<file path="src/sv/mfc_pkg.sv">
// Shared types and constants for the clamped-border median filter.
// No dependencies; imported by mfc_ctrl, mfc_datapath and the top level.
package mfc_pkg;

    localparam int PIX_W   = 8;
    localparam int POS_W   = 10;
    localparam int CFG_DW  = 11;
    localparam int CFG_IW  = 2;

    // Configuration register indexes
    localparam logic [CFG_IW-1:0] CFG_IMAGE_WIDTH   = 2'd0;
    localparam logic [CFG_IW-1:0] CFG_IMAGE_HEIGHT  = 2'd1;
    localparam logic [CFG_IW-1:0] CFG_WINDOW_RADIUS = 2'd2;

    // Input operation codes
    localparam logic OP_PIXEL = 1'b0;
    localparam logic OP_FLUSH = 1'b1;

    typedef enum logic [1:0] {
        ST_IDLE,
        ST_SCAN,
        ST_OUTPUT
    } ctrl_state_t;

    // Controller to datapath
    typedef struct packed {
        logic accept;
        logic start;
        logic deliver;
    } ctrl_cmd_t;

    // Datapath to controller
    typedef struct packed {
        logic will_emit;
        logic scan_done;
        logic draining;
    } dp_status_t;

endpackage

</file>
<file path="src/sv/mfc_ctrl.sv">
// Controller state machine of the median filter: handshakes and sequencing.
// Depends on mfc_pkg.
module mfc_ctrl (
    input  logic               clk,
    input  logic               rst_n,
    input  logic               in_valid,
    input  logic               out_stall,
    input  mfc_pkg::dp_status_t status,
    output mfc_pkg::ctrl_cmd_t  cmd,
    output logic               in_stall,
    output logic               out_valid
);
    import mfc_pkg::*;

    ctrl_state_t state_reg;
    ctrl_state_t state_next;

    // Hold state across clock edges
    always_ff @(posedge clk or negedge rst_n)
    begin
        if (!rst_n)
        begin
            state_reg <= ST_IDLE;
        end
        else
        begin
            state_reg <= state_next;
        end
    end

    // Next state
    always_comb
    begin
        state_next = state_reg;
        unique case (state_reg)
            ST_IDLE:
            begin
                if (in_valid && status.will_emit)
                begin
                    state_next = ST_SCAN;
                end
            end
            ST_SCAN:
            begin
                if (status.scan_done)
                begin
                    state_next = ST_OUTPUT;
                end
            end
            ST_OUTPUT:
            begin
                if (!out_stall)
                begin
                    state_next = ST_IDLE;
                end
            end
            default:
            begin
                state_next = ST_IDLE;
            end
        endcase
    end

    // Outputs
    always_comb
    begin
        cmd       = '0;
        in_stall  = 1'b1;
        out_valid = 1'b0;
        unique case (state_reg)
            ST_IDLE:
            begin
                in_stall    = 1'b0;
                cmd.accept  = in_valid;
                cmd.start   = in_valid && status.will_emit;
            end
            ST_SCAN:
            begin
                in_stall = 1'b1;
            end
            ST_OUTPUT:
            begin
                out_valid   = 1'b1;
                cmd.deliver = !out_stall;
            end
            default:
            begin
                in_stall = 1'b1;
            end
        endcase
    end

endmodule

</file>
<file path="config.mk">
export PLATFORM = sky130hd
export DESIGN_NAME = mfc_ctrl
export DESIGN_NICKNAME = d
export VERILOG_FILES = /design/src/sv/mfc_pkg.sv /design/src/sv/mfc_ctrl.sv
export SDC_FILE = /design/constraint.sdc
export NUM_CORES = 1
export LEC_CHECK = 0
export ABC_AREA = 1
export BUFFER_PORTS_ARGS = -buffer_cell sky130_fd_sc_hd__buf_2
export CAP_MARGIN = 20
export CORE_AREA = 2 2 39 41
export DETAILED_ROUTE_END_ITERATION = 10
export DIE_AREA = 0 0 41 43
export HOLD_SLACK_MARGIN = 0.05
export PLACE_DENSITY = 0.39
export SLEW_MARGIN = 20
export SYNTH_ARGS = -nofsm -noshare
export SYNTH_HDL_FRONTEND = slang
export SYNTH_SLANG_ARGS = --single-unit
</file>
<file path="constraint.sdc">
create_clock -name clk -period 0.8 [get_ports clk]
set_input_delay 0 -clock clk [delete_from_list [all_inputs] [get_ports clk]]
set_output_delay 0 -clock clk [all_outputs]
set_load 0.05 [all_outputs]
</file>
# ---- Word-level counts from Yosys, hierarchy flattened
# Cells that the tools add are included.
dict set report totals {
  reg_bits 2
  out_inout_bits 5
  inputBits 7
  elab_cells 18
}
dict set report classes {
  n_eq_ne 5
  reduce_logical 4
  muxes 8
}
# operator count
set op_table {}
lappend op_table {{$mux W2} 4}
lappend op_table {{$ne A2 B2 Y1 const B} 3}
lappend op_table {{$pmux W2 S3} 1}
lappend op_table {{$mux W1} 3}
lappend op_table {{$reduce_and A3 Y1} 1}
lappend op_table {{$eq A2 B1 Y1 const B} 1}
lappend op_table {{$eq A2 B2 Y1 const B} 1}
lappend op_table {{$logic_not A2 Y1} 1}
lappend op_table {{$logic_and A1 B1 Y1} 1}
lappend op_table {{$logic_not A1 Y1} 1}

# ---- Longest topological paths before layout
dict set report logic_depth {
  word_depth 3
  ltp_mapped 4
  depth_no_buf 4
}

# ---- Worst setup path before layout
# Ideal clock, no wire load.
dict set report synth_timing {
  path_type {register to output}
  startpoint {register state_reg[0]}
  endpoint {output cmd[0] in the netlist's numbering}
  stages_incl_launch_ff 2
  path_buffers 0
  t_arrival_ps 1517
  setup_slack_ps -717
  t_required_ps 800
  path_cell_list {dfrtp_1 -> nor3_1}
}
# element line_no
set synth_rtl {}
lappend synth_rtl {{start, declared} mfc_ctrl.sv:15} ;# ctrl_state_t state_reg;
lappend synth_rtl {{start signal, assigned} mfc_ctrl.sv:27} ;# state_reg <= state_next;
lappend synth_rtl {{end, declared} mfc_ctrl.sv:9} ;# output mfc_pkg::ctrl_cmd_t cmd,

==> run summary <==
========================================================================================================
Violated checks                                                                             setup timing
Largest net degree at the start of global routing                                                      5
Critical Path RT                                                                                 0.80 ns
Floorplan core area                                                                          0.00138 mm2
Routed length per instance                                                                       6.24 um
CTS tree                                                                                             yes
Remaining antenna violation count                                                                      0
Final number of hold-violating endpoints                                                               0
Hold Path Depth                                                                                        3
Post-synthesis adder-cell area fraction                                                               0%
Top cells by area, synth                                                                    sky130_fd_sc_hd__dfrtp_1, sky130_fd_sc_hd__inv_1, sky130_fd_sc_hd__nand2_1
Endpoint kind of the worst setup timing path                                                 output port
Starting DRC count in detailed routing                                                                 1
CTS Buffer Depth                                                                                       2
Unrepaired setup endpoints after global routing                                                      yes
Post-synthesis cell area                                                                         126 um2
Number of synthesized register bits                                                                    2
FILL cells                                                                                           154
Worst path cell trace                                                                       nor2_4 > inv_4 > nor2_4 > buf_6
Slowest stage delay, CP                                                                          0.43 ns
Vertical die dimension                                                                             43 um
Bufs and invs on worst path                                                                            2
Worst clock skew                                                                              0.00566 ns
Data arrival time at the worst-slack endpoint                                                    1.09 ns
Later-pin clock latency in the skew report                                                       0.23 ns
ANT cells                                                                                              0
CTS H-Tree Depth                                                                                       1
Initial antenna violation count                                                                        0
Post-Syn Area per Cell                                                                          6.65 um2
Multiplexer fraction of the synthesized cell area                                                     0%
Overall power consumption                                                                         880 uW
Via count                                                                                            178
Post-Layout Cell Count                                                                                54
Yosys synthesis warning count                                                                          0
Number of placement rows                                                                              14
RD Place Congestion                                                                                0.746
Worst VDD drop                                                                                  0.643 mV
Final WL                                                                                          337 um
Setup CP Type                                                                               flip-flop to output port
Vias in the first global route                                                                       153
Fraction of final layout cells sized beyond drive strength 1                                       65.8%
Slew Limit Fails                                                                                       0
Root Driver                                                                                 sky130_fd_sc_hd__clkbuf_4
Num ports                                                                                             12
Initial DRT Pass Iterations                                                                            2
Post-placement cell count                                                                             47
Relative area change from synthesis to final layout                                                 171%
Dominant combinational cell family by area after synthesis                                  simple AND/OR/NAND/NOR gates
Final period util                                                                                   137%
Leak                                                                                         0.000174 uW
Global Route Usage Sum                                                                             5.13%
Worst Hold Endpoint                                                                         state_reg[1]
Number of flip-flops in the largest register                                                           2
Overall overflow remaining after global route                                                          0
Max Fanout on Critical Path                                                                            3
Outcome                                                                                     complete, but fails checks
Clock sink count                                                                                       2
Relative slew slack                                                                                89.4%
Cell accounting for the most synthesized area                                               sky130_fd_sc_hd__dfrtp_1
Standard cell with the maximum stage delay on the critical path                             sky130_fd_sc_hd__dfrtp_2
Number of failing setup endpoints in the final timing report                                           7
Post-route cell area                                                                             343 um2
Fraction of post-synthesis cell area in the top cell type by area                                  39.6%
Vias per cell                                                                                       3.30
Max Freq                                                                                       0.914 GHz
Type of the worst min-delay path                                                            input port to flip-flop
Worst-Margin Slew                                                                               0.159 ns
Cell count after synthesis                                                                            19
Flop2flop setup slack                                                                           -0.19 ns
Distinct cells, synth                                                                                  9
Capturing point of the worst reg2reg path                                                   state_reg[0]
Fraction of the mapped netlist area in compound gates                                                 0%
Startpoint of the worst-slack reg-to-reg timing path                                        state_reg[0]
Post-route core utilization                                                                        24.8%
Die width                                                                                          41 um
Startpoint type of the worst setup path                                                        flip-flop
Half-perimeter wire length after detailed placement                                               266 um
Worst path top cell family by delay                                                           flip-flops
Total cell area at the placement stage                                                           243 um2
Final min period                                                                                 1.09 ns
Die Footprint                                                                                0.00176 mm2
Total nets after synthesis                                                                            26
Final net count                                                                                       46
Initial core utilization                                                                           9.13%
Xor/xnor share of the synthesized area                                                                0%
Total DRC errors in the routed layout                                                                  0
Multi-input gate area                                                                           85.1 um2
Global-route wire length before repair                                                            524 um
Start point of the worst min-delay path                                                        out_stall
Number of clock buffers inserted by TritonCTS                                                          3
Sequential element share of the synthesized area                                                   39.6%
Buffers on Ports                                                                                      10
Number of violations of the max-capacitance limit                                                      0
Most frequent cells in the layout                                                           sky130_fd_sc_hd__buf_2, sky130_fd_sc_hd__buf_6
Post-CTS clock slew at the launch and capture registers of the worst setup and hold paths        0.04 ns
Least setup slack across all paths after layout                                                -0.294 ns
Length in cells of the worst reg-to-reg path                                                           5
Simple-gate share of the synthesized area                                                          42.6%
Area of all sequential standard cells                                                           51.3 um2
Cell Pwr Density                                                                             2570 mW/mm2
Cell with the most instances on the worst path                                              sky130_fd_sc_hd__nor2_4
Hold Slack                                                                                     0.0631 ns
========================================================================================================
[worst reg2reg max path: cells and delay by family (launching register included)]
family | cells | cell delay [ns]
flip-flops | 1 | 0.43
AND/OR/NAND/NOR | 3 | 0.26
buffers and inverters | 2 | 0.24
[repair_timing]
item / in CTS / in global routing
resized for setup: 14 / 1
setup endpoints to repair: 7 / 7
buffers inserted: 2 / 0
pin swaps: 1 / 1
endpoints found under the hold margin: 4 / 0
hold buffers: 2 / 0
[stage by stage]
| step | TNS, ns | worst slack, ns |
|---|---|---|
| finish | -1.60 | -0.294 |
| global route | -1.94 | -0.347 |
| CTS | -1.71 | -0.313 |
| detailed placement | -0.715 | -0.182 |
| global placement | -0.745 | -0.180 |
| floorplan | -0.480 | -0.154 |
[how the worst max path moves through the flow]
stage / startpoint / end / slack (ns) / cells after the start
after floorplan: state_reg[0] / cmd[2] / -0.15 / 3
after global placement: state_reg[0] / cmd[1] / -0.18 / 4
after detailed placement: state_reg[0] / cmd[1] / -0.18 / 4
after CTS: state_reg[0] / cmd[2] / -0.31 / 4
after global routing: state_reg[0] / cmd[2] / -0.35 / 4
final: state_reg[0] / cmd[2] / -0.29 / 4
[cell usage after synthesis]
library cell	number
sky130_fd_sc_hd__dfrtp_1	2
sky130_fd_sc_hd__inv_1	5
sky130_fd_sc_hd__inv_2	1
sky130_fd_sc_hd__nand2_1	4
sky130_fd_sc_hd__nand3_1	2
sky130_fd_sc_hd__nand3b_1	1
sky130_fd_sc_hd__nor2_1	1
sky130_fd_sc_hd__nor2_2	2
sky130_fd_sc_hd__nor3_1	1
[per-layer routing]
| metal | GRT usage [%] | vias up | share of wire [%] |
|---|---|---|---|
| li1 | - | 93 | - |
| met1 | 4.53 | 79 | 41 |
| met2 | 5.94 | 6 | 50 |
| met3 | 6.28 | 0 | 9.5 |
| met4 | 4.00 | 0 | 0 |
| met5 | 0 | - | 0 |
[power breakdown]
group | switching (uW) | internal (uW)
registers | 30.9 | 123
clock network | 68.8 | 186
logic | 284 | 187
[logic make-up (layout without fill, tap and decap cells)]
group,Yosys count,after routing
and+or+nand+nor,11,11
buffers and inverters,6,25
DFF,2,2
[layout make-up]
type	count	share of cell area (%)
Timing Repair Buffer	15	38.3
Multi-Input combinational cell	11	24.8
Sequential cell	2	15.0
Inverter	6	8.39
Clock buffer	4	7.66
Tap cell	16	5.84
No activity file was read; power rests on OpenSTA's default activity.
